File: config.mk
export PLATFORM = sky130hd
export DESIGN_NAME = websocket_frame_deframer_core
export DESIGN_NICKNAME = d
export VERILOG_FILES = /design/src/hdl/wsfd_pkg.sv /design/src/hdl/websocket_frame_deframer_core.sv
export SDC_FILE = /design/constraint.sdc
export NUM_CORES = 1
export LEC_CHECK = 0
export ABC_CLOCK_PERIOD_IN_PS = 9000
export BUFFER_PORTS_ARGS = -buffer_cell sky130_fd_sc_hd__buf_2
export CORE_ASPECT_RATIO = 1.75
export CORE_MARGIN = 4
export CORE_UTILIZATION = 65
export CTS_CLUSTER_SIZE = 10
export DETAILED_ROUTE_END_ITERATION = 6
export GPL_ROUTABILITY_DRIVEN = 1
export PLACE_DENSITY = 0.86
export SETUP_SLACK_MARGIN = 0.02
export SLEW_MARGIN = 10
export SYNTH_ARGS = -nofsm -noshare
export SYNTH_HDL_FRONTEND = slang
export SYNTH_SLANG_ARGS = --single-unit
File: constraint.sdc
create_clock -name clk -period 9 [get_ports clk]
set_clock_uncertainty 0.2 [all_clocks]
set_input_delay 1.8 -clock clk [delete_from_list [all_inputs] [get_ports clk]]
set_output_delay 1.8 -clock clk [all_outputs]
set_load 0.02 [all_outputs]
File: src/hdl/wsfd_pkg.sv
// Package for the WebSocket frame deframer: length codes, bit positions and field widths.
// Has no dependencies; used by websocket_frame_deframer_core.
`default_nettype none

package wsfd_pkg;

	localparam int unsigned ByteW   = 8;
	localparam int unsigned OpcW    = 4;
	localparam int unsigned LenW    = 32;
	localparam int unsigned LcodeW  = 7;
	localparam int unsigned HcntW   = 4;

	// Length codes in the second header byte that announce an extended length.
	localparam logic [LcodeW-1:0] LEN16_CODE = 7'h7E;
	localparam logic [LcodeW-1:0] LEN64_CODE = 7'h7F;

	// Number of bytes in each optional header part.
	localparam logic [HcntW-1:0] LEN16_BYTES = 4'd2;
	localparam logic [HcntW-1:0] LEN64_BYTES = 4'd8;
	localparam logic [HcntW-1:0] KEY_BYTES   = 4'd4;

	// Result kinds.
	localparam logic KIND_HEADER  = 1'b0;
	localparam logic KIND_PAYLOAD = 1'b1;

endpackage

`default_nettype wire

File: src/hdl/websocket_frame_deframer_core.sv
// WebSocket frame deframer: parses a byte stream into header and payload words.
// Depends on wsfd_pkg for length codes and widths.
//
//   channel | direction | fields
//   --------+-----------+-----------------------------------------------------------
//   in      | sink      | rx_byte
//   out     | source    | kind, opcode, fin_bit, mask_bit, payload_length,
//           |           | data_byte, last
//
// One byte is taken per cycle while no result is stalled: a byte is registered in the input
// register, parsed from there, and its result (if any) lands in the output register, which
// offers the word to the receiver through out_valid and the output fields.
// Throughput is one byte per cycle, set by the single parse stage, unless the output stalls.
// Reset (arst_n low) returns the parser to "first header byte expected" with no word held.
// When the output register is full and not taken, a byte that would make a result waits
// in the input register; header bytes that give no result still move on.
`default_nettype none

module websocket_frame_deframer_core (
	input  wire logic                            clk,
	input  wire logic                            arst_n,
	input  wire logic                            in_valid,
	output logic                                 in_ready,
	input  wire logic [wsfd_pkg::ByteW-1:0]      rx_byte,
	output logic                                 out_valid,
	input  wire logic                            out_ready,
	output logic                                 kind,
	output logic [wsfd_pkg::OpcW-1:0]            opcode,
	output logic                                 fin_bit,
	output logic                                 mask_bit,
	output logic [wsfd_pkg::LenW-1:0]            payload_length,
	output logic [wsfd_pkg::ByteW-1:0]           data_byte,
	output logic                                 last
);

	typedef enum logic [2:0] {
		PH_FIRST,
		PH_SECOND,
		PH_EXTLEN,
		PH_KEY,
		PH_DATA
	} phase_t;

	// Input register
	logic                          v_s1;
	logic [wsfd_pkg::ByteW-1:0]    byte_s1;

	// Parser state
	phase_t                        phase_q;
	logic [wsfd_pkg::HcntW-1:0]    hcnt_q;
	logic                          len64_q;
	logic [wsfd_pkg::LenW-1:0]     len_q;
	logic                          ovf_q;
	logic [wsfd_pkg::LenW-1:0]     remain_q;
	logic [wsfd_pkg::OpcW-1:0]     opc_q;
	logic                          fin_q;
	logic                          masked_q;

	// Output register
	logic                          ov_q;
	logic                          kind_q;
	logic [wsfd_pkg::OpcW-1:0]     opcode_q;
	logic                          final_q;
	logic                          masked_out_q;
	logic [wsfd_pkg::LenW-1:0]     plen_q;
	logic [wsfd_pkg::ByteW-1:0]    data_q;
	logic                          last_q;

	// Next-state values
	phase_t                        n_phase;
	logic [wsfd_pkg::HcntW-1:0]    n_hcnt;
	logic                          n_len64;
	logic [wsfd_pkg::LenW-1:0]     n_len;
	logic                          n_ovf;
	logic [wsfd_pkg::LenW-1:0]     n_remain;
	logic [wsfd_pkg::OpcW-1:0]     n_opc;
	logic                          n_fin;
	logic                          n_masked;
	logic                          produce;
	logic                          finish;
	logic                          r_kind;
	logic [wsfd_pkg::ByteW-1:0]    r_data;
	logic                          r_last;
	logic [wsfd_pkg::LenW-1:0]     sat_len;
	logic [wsfd_pkg::HcntW-1:0]    cnt_inc;
	logic [wsfd_pkg::LcodeW-1:0]   lcode;
	logic                          advance;

	always_comb begin
		n_phase  = phase_q;
		n_hcnt   = hcnt_q;
		n_len64  = len64_q;
		n_len    = len_q;
		n_ovf    = ovf_q;
		n_remain = remain_q;
		n_opc    = opc_q;
		n_fin    = fin_q;
		n_masked = masked_q;
		produce  = 1'b0;
		finish   = 1'b0;
		r_kind   = wsfd_pkg::KIND_HEADER;
		r_data   = '0;
		r_last   = 1'b0;
		cnt_inc  = hcnt_q + 4'd1;
		lcode    = byte_s1[wsfd_pkg::LcodeW-1:0];
		case (phase_q)
			PH_SECOND: begin
				n_masked = byte_s1[7];
				n_hcnt   = '0;
				n_ovf    = 1'b0;
				if (lcode == wsfd_pkg::LEN16_CODE || lcode == wsfd_pkg::LEN64_CODE) begin
					n_len64 = (lcode == wsfd_pkg::LEN64_CODE);
					n_len   = '0;
					n_phase = PH_EXTLEN;
				end else begin
					n_len = {{(wsfd_pkg::LenW-wsfd_pkg::LcodeW){1'b0}}, lcode};
					if (byte_s1[7]) begin
						n_phase = PH_KEY;
					end else begin
						finish = 1'b1;
					end
				end
			end
			PH_EXTLEN: begin
				// Anything shifted out of the top byte saturates the length.
				n_len  = {len_q[wsfd_pkg::LenW-9:0], byte_s1};
				n_ovf  = ovf_q | (len_q[wsfd_pkg::LenW-1 -: 8] != 8'd0);
				n_hcnt = cnt_inc;
				if (cnt_inc >= (len64_q ? wsfd_pkg::LEN64_BYTES : wsfd_pkg::LEN16_BYTES)) begin
					n_hcnt = '0;
					if (masked_q) begin
						n_phase = PH_KEY;
					end else begin
						finish = 1'b1;
					end
				end
			end
			PH_KEY: begin
				n_hcnt = cnt_inc;
				if (cnt_inc >= wsfd_pkg::KEY_BYTES) begin
					finish = 1'b1;
				end
			end
			PH_DATA: begin
				n_remain = remain_q - 32'd1;
				produce  = 1'b1;
				r_kind   = wsfd_pkg::KIND_PAYLOAD;
				r_data   = byte_s1;
				r_last   = (n_remain == '0);
				if (n_remain == '0) begin
					n_phase = PH_FIRST;
				end
			end
			default: begin
				n_fin    = byte_s1[7];
				n_opc    = byte_s1[wsfd_pkg::OpcW-1:0];
				n_hcnt   = '0;
				n_len64  = 1'b0;
				n_len    = '0;
				n_ovf    = 1'b0;
				n_remain = '0;
				n_masked = 1'b0;
				n_phase  = PH_SECOND;
			end
		endcase

		sat_len = n_ovf ? '1 : n_len;
		if (finish) begin
			n_len    = sat_len;
			n_ovf    = 1'b0;
			n_remain = sat_len;
			n_hcnt   = '0;
			produce  = 1'b1;
			r_kind   = wsfd_pkg::KIND_HEADER;
			r_last   = (sat_len == '0);
			n_phase  = (sat_len == '0) ? PH_FIRST : PH_DATA;
		end
	end

	// A byte with no result may move on even while the output word is stalled.
	assign advance  = v_s1 && (!produce || !ov_q || out_ready);
	assign in_ready = !v_s1 || advance;

	always_ff @(posedge clk or negedge arst_n) begin
		if (!arst_n) begin
			v_s1     <= 1'b0;
			phase_q  <= PH_FIRST;
			hcnt_q   <= '0;
			len64_q  <= 1'b0;
			len_q    <= '0;
			ovf_q    <= 1'b0;
			remain_q <= '0;
			opc_q    <= '0;
			fin_q    <= 1'b0;
			masked_q <= 1'b0;
			ov_q     <= 1'b0;
		end else begin
			if (in_ready) begin
				v_s1 <= in_valid;
			end
			if (advance) begin
				phase_q  <= n_phase;
				hcnt_q   <= n_hcnt;
				len64_q  <= n_len64;
				len_q    <= n_len;
				ovf_q    <= n_ovf;
				remain_q <= n_remain;
				opc_q    <= n_opc;
				fin_q    <= n_fin;
				masked_q <= n_masked;
			end
			if (advance && produce) begin
				ov_q <= 1'b1;
			end else if (out_ready) begin
				ov_q <= 1'b0;
			end
		end
	end

	always_ff @(posedge clk) begin
		if (in_valid && in_ready) begin
			byte_s1 <= rx_byte;
		end
		if (advance && produce) begin
			kind_q       <= r_kind;
			opcode_q     <= n_opc;
			final_q      <= n_fin;
			masked_out_q <= n_masked;
			plen_q       <= n_len;
			data_q       <= r_data;
			last_q       <= r_last;
		end
	end

	assign out_valid      = ov_q;
	assign kind           = kind_q;
	assign opcode         = opcode_q;
	assign fin_bit        = final_q;
	assign mask_bit       = masked_out_q;
	assign payload_length = plen_q;
	assign data_byte      = data_q;
	assign last           = last_q;

	// While payload is expected at least one byte must still be owed.
	a_data_remain: assert property (@(posedge clk) disable iff (!arst_n)
		(phase_q == PH_DATA) |-> (remain_q != '0))
		else $error("payload phase with no bytes remaining");

	// Header byte count never passes the longest extended length.
	a_hcnt_range: assert property (@(posedge clk) disable iff (!arst_n)
		hcnt_q < wsfd_pkg::LEN64_BYTES)
		else $error("header byte count out of range");

	// Saturation is pending only while a 64-bit length is being assembled or its key skipped.
	a_ovf_phase: assert property (@(posedge clk) disable iff (!arst_n)
		ovf_q |-> ((phase_q == PH_EXTLEN || phase_q == PH_KEY) && len64_q))
		else $error("length overflow flag outside a 64-bit length");

	// A payload word always carries the frame's nonzero length.
	a_payload_len: assert property (@(posedge clk) disable iff (!arst_n)
		(advance && produce && r_kind == wsfd_pkg::KIND_PAYLOAD) |=>
			(plen_q != '0 && kind_q == wsfd_pkg::KIND_PAYLOAD))
		else $error("payload word with zero length");

endmodule

`default_nettype wire

Yosys cells after proc, flatten, opt, wreduce, memory -nomap -nowiden. Cells that the tools add are included.

Output and inout port bits: 50. Bits in writable memories: 0. Bits in read-only memories: 0. Bits in latches: 0. Memories: 0. Word-level logic and storage cells: 98. Bits in registers: 137.

Order comparisons: 2. Multiplexer cells: 37. Equal/unequal tests: 14. Reduce and logical (&&, ||, !) cells: 22. Shift operators: 0. Multipliers: 0. Bitwise logic cells: 2. Divide/modulo/power cells: 0. $add $sub $neg: 2.

Operators by type and width (count): $mux 32 (3); $pmux 32 s3 (1); $logic_not 32->1 (2); $pmux 32 s2 (1); $sub 32x1->32 const B (1); $mux 3 (7); $mux 4 (4); $eq 7x7->1 const B (2); $mux 1 (14); $pmux 3 s4 (1); $pmux 4 s3 (1); $ne 3x3->1 const B (3); $reduce_bool 8->1 (1); $mux 7 (1); $eq 3x2->1 const B (2); $ne 2x2->1 const B (3); $pmux 1 s2 (3); $reduce_and 6->1 (1); $reduce_or 3->1 (2); $add 4x1->4 const B (1); $ge 4x3->1 const B (1); $ge 4x4->1 (1); $logic_or 1x1->1 (4); $ne 4x4->1 const B (1); other kinds (13) (18).

Logic depth before layout (Yosys ltp).
Depth after elaboration: 11. Gate-level depth with buffers: 12. Mapped depth without buffers: 10.

Least setup slack after synthesis. No wires, ideal clock.

Path type: input -> register. Start: input port out_ready. End: register data_q (netlist bit data_byte[0]), enable pin. Arrival: 3.973 ns. Buffers on the path: 3. Setup slack: 4.425 ns. Library setup time: 0.402 ns. Required time: 8.398 ns. Stages: 7. Path through: nand2b_1 > a32o_1 > clkbuf_1 > clkbuf_1 > clkbuf_1 > o21ai_0 > inv_1.

Word-level cells in the longest chain between the ends: 3.

RTL lines: start, declared (line websocket_frame_deframer_core.sv:26) `input wire logic out_ready,`; $logic_or 1x1->1 (line websocket_frame_deframer_core.sv:181) `assign advance = v_s1 && (!produce || !ov_q || out_ready);`; $logic_and 1x1->1 (line websocket_frame_deframer_core.sv:181); $logic_and 1x1->1 (line websocket_frame_deframer_core.sv:224) `if (advance && produce) begin`; end signal, assigned (line websocket_frame_deframer_core.sv:230) `data_q <= r_data;`; end, declared (line websocket_frame_deframer_core.sv:66) `logic [wsfd_pkg::ByteW-1:0] data_q;`.

No other way between the ends. A chain may end at the register's enable or synchronous reset.

Final worst setup path.
Start: register phase_q[2]. End: output port in_ready.

Word-level cells in the longest chain between the ends: 8. Elaborated cells between the ends (all ways): 12.

RTL lines: start, declared (line websocket_frame_deframer_core.sv:49) `phase_t phase_q;`; start signal, assigned (line websocket_frame_deframer_core.sv:202) `phase_q <= n_phase;`; $eq 3x2->1 (tied with other cells) (line websocket_frame_deframer_core.sv:106) `case (phase_q)`; $pmux 1 s3 / $mux 1 (equally long branches) (line websocket_frame_deframer_core.sv:106); $mux 1 * (line websocket_frame_deframer_core.sv:168) `if (finish) begin`; $logic_not 1->1 * (line websocket_frame_deframer_core.sv:181); $logic_or 1x1->1 * (2 in a row) (line websocket_frame_deframer_core.sv:181); $logic_and 1x1->1 * (line websocket_frame_deframer_core.sv:181); $logic_or 1x1->1 * (line websocket_frame_deframer_core.sv:182) `assign in_ready = !v_s1 || advance;`; end, declared (line websocket_frame_deframer_core.sv:23) `output logic in_ready,`.

Every way passes the cells marked *; elsewhere a longest branch is shown, timed or not.

==> metrics <==
post-route ant nets 0; largest stage delay on the critical path 0.92 ns; vias 6498; WHS 0.293 ns; slowest cell on the critical path and2_1; Hold Path Depth 1; clk sinks 137; initial DRC count 822; Synth Register Bits 137; CTS tree done; VDD IR max 304 uV; power per cell area 436 nW/um^2; hold_sp remain_q[31]$_DFFE_PN0P_; largest net degree at the start of global routing 82; critical path required time 7.00 ns; clk_lat worst skew 0.44 ns; mean post-synth cell area 9.60 um^2; Max Freq 182 MHz; GP Congestion 0.956; most frequent cells in the layout nor2_1 (81), dfrtp_1 (81), nand2_1 (69); HPWL Detailed 13600 um; non-filler instance count after layout 944; Worst Hold Class reg2reg; Die ar. 13100 um^2; outcome finished with violations; share of cells above drive strength 1 16.5%; grt ovf 0; Ports 62; post-synthesis cell type count 70; crit path kind reg2out; port buffer count 61; Worst Hold Endpoint remain_q[31]$_DFFE_PN0P_; CTS H-tree depth 4; Yosys Warn Count 0; Tmin final 5.49 ns; final worst path period share 61.0%; RSZ-0062 raised after global routing false; initial antenna violation count 0; chip width 88.4 um; die height 149 um; reg2reg path depth 10; Post-CTS Hold Buffers 0; initial core utilization 66.2%; Core ar. 11100 um^2; Fin. Hold Viols 0; wire length per cell 21.5 um; Crit path buffers/inverters 1; Setup Buffers After CTS 0; Synth Cell Area 7350 um^2; Max Transition Viols Final 0; kind of end point of the critical path output port; Top FF cell, synth dfrtp_1; sequential area share after synthesis 50.5%; static leakage 3.54 nW; reg2reg start phase_q[0]$_DFFE_PN0P_; FF-to-FF setup slack 4.81 ns; Num CTS Buffers 17; Slew @ Worst Pin 1.12 ns; clock transition at the registers of the reported paths 0.06 ns; reg2reg end last$_DFFE_PP_; placed cells 912; Worst slew margin 25.5%; area delta synth->final 12.1%; global-route wire length before repair 32000 um; nets 816; maximum fanout along the worst path 33; vias in the first global route 6326; crit path DAT 3.49 ns; clock root buffer clkbuf_16; Clock Path Buffers 2; DRC Markers 3; failing checks DRC; async set or reset register ratio after synthesis 59.1%; Total GRT Usage 31.8%; Post-synth EDFFs 56; crit-path leading delay family simple AND/OR/NAND/NOR gates; final setup fails 0; setup_tns 0 ns; Pre-antenna DRT Iters 7; Syn Inst Count 766; row count 51; DR vias/cell 6.88; worst-path cell chain nand2b_1 -> nor2_1 -> o211ai_1 -> and2_1 -> a21oi_1 -> nand2_1 -> buf_2; max-cap viol count 0; Filler cells 748; Mapped Nets 783; drt total wl 20300 um; Post-CTS Resized 0; type of origin of the critical path flip-flop; ANT cells 0
[metrics by stage]
step                instance area [um^2]  utilization [%]  setup slack [ns]  total power (W)
finish                              8240             74.2              3.51          0.00359
CTS                                 8240             74.2              3.61          0.00354
global placement                    7650             68.9              4.24          0.00276
floorplan                           7350                -              4.42          0.00237
global route                        8240             74.2              3.35          0.00378
detailed placement                  7650             68.9              4.11          0.00283
[area by class of cell]
cell class / count / area [um^2] / share of cell area (%)
Inverter: 17 / 66.3 / 0.805
Multi-Input combinational cell: 558 / 3350 / 40.7
Clock buffer: 18 / 429 / 5.21
Tap cell: 132 / 165 / 2.01
Sequential cell: 137 / 3710 / 45.0
Timing Repair Buffer: 68 / 360 / 4.37
Clock inverter: 14 / 155 / 1.88
[cell usage after synthesis (3+ instances only)]
cell | instances | area [um^2]
inv_1 | 16 | 60.1
edfxtp_1 | 56 | 1680
or3_1 | 3 | 18.8
clkbuf_1 | 44 | 165
mux2_2 | 23 | 259
ha_1 | 5 | 62.6
o211ai_1 | 5 | 37.5
a31oi_1 | 41 | 257
nand2_1 | 69 | 259
nor4b_1 | 3 | 26.3
and4_1 | 3 | 26.3
nor2b_1 | 7 | 43.8
a22oi_1 | 23 | 173
a21oi_1 | 66 | 330
buf_6 | 4 | 45.0
or4_1 | 3 | 22.5
mux2i_1 | 8 | 80.1
nand3_1 | 8 | 40.0
a22o_1 | 5 | 43.8
o21ai_1 | 12 | 60.1
o21ai_0 | 66 | 330
xnor2_1 | 10 | 87.6
xor2_1 | 3 | 26.3
buf_1 | 3 | 11.3
nor3_1 | 10 | 50.1
nand4_1 | 10 | 62.6
nor4_1 | 17 | 106
mux2_1 | 5 | 56.3
and3_1 | 8 | 50.1
nand2b_1 | 11 | 68.8
dfrtp_1 | 81 | 2030
nor2_1 | 81 | 304
and2_1 | 13 | 81.3
[cell families after synthesis]
family	after synthesis	share of synthesized area, %
buffers and inverters	71	4.15
muxes	37	5.58
AOI/OAI and AO/OA	242	19.7
adders and majority gates	5	0.851
and+or+nand+nor	261	17.7
DFF	137	50.5
xor gates and xnor gates	13	1.55
[metal layers]
metal,vias to the layer above,GRT usage (%),routed length [um]
met5,-,0,0
met4,0,17.6,1220
met3,103,7.71,1520
met2,390,53.1,10300
met1,3107,36.8,7230
li1,2898,-,-
[worst max path at each step]
| stage | to | slack, ns | from | cells past startpoint |
|---|---|---|---|---|
| global route | in_ready | 3.35 | phase_q[2]$_DFFE_PN0P_ | 7 |
| floorplan | data_byte[0]$_SDFFCE_PN0P_ | 4.42 | out_ready | 7 |
| CTS | in_ready | 3.61 | phase_q[2]$_DFFE_PN0P_ | 7 |
| global placement | in_ready | 4.24 | phase_q[2]$_DFFE_PN0P_ | 7 |
| detailed placement | in_ready | 4.11 | hcnt_q[0]$_DFFE_PN0P_ | 10 |
| finish | in_ready | 3.51 | phase_q[2]$_DFFE_PN0P_ | 7 |
[sequential cells by signal (all words and copies together), names as in the netlist, 3 cells and up]
| register | count |
|---|---|
| len_q | 32 |
| payload_length | 32 |
| remain_q | 32 |
| byte_s1 | 8 |
| data_byte | 8 |
| hcnt_q | 4 |
| opc_q | 4 |
| opcode | 4 |
| phase_q | 3 |
[where the power goes]
| group | switching (W) | internal [W] | total, W |
|---|---|---|---|
| combinational | 0.00112 | 0.000603 | 0.00172 |
| sequential | 0.000231 | 0.000932 | 0.00116 |
| clock | 0.000269 | 0.000431 | 0.000700 |
| total | 0.00162 | 0.00197 | 0.00359 |
Power figures use the tool's default switching activity.
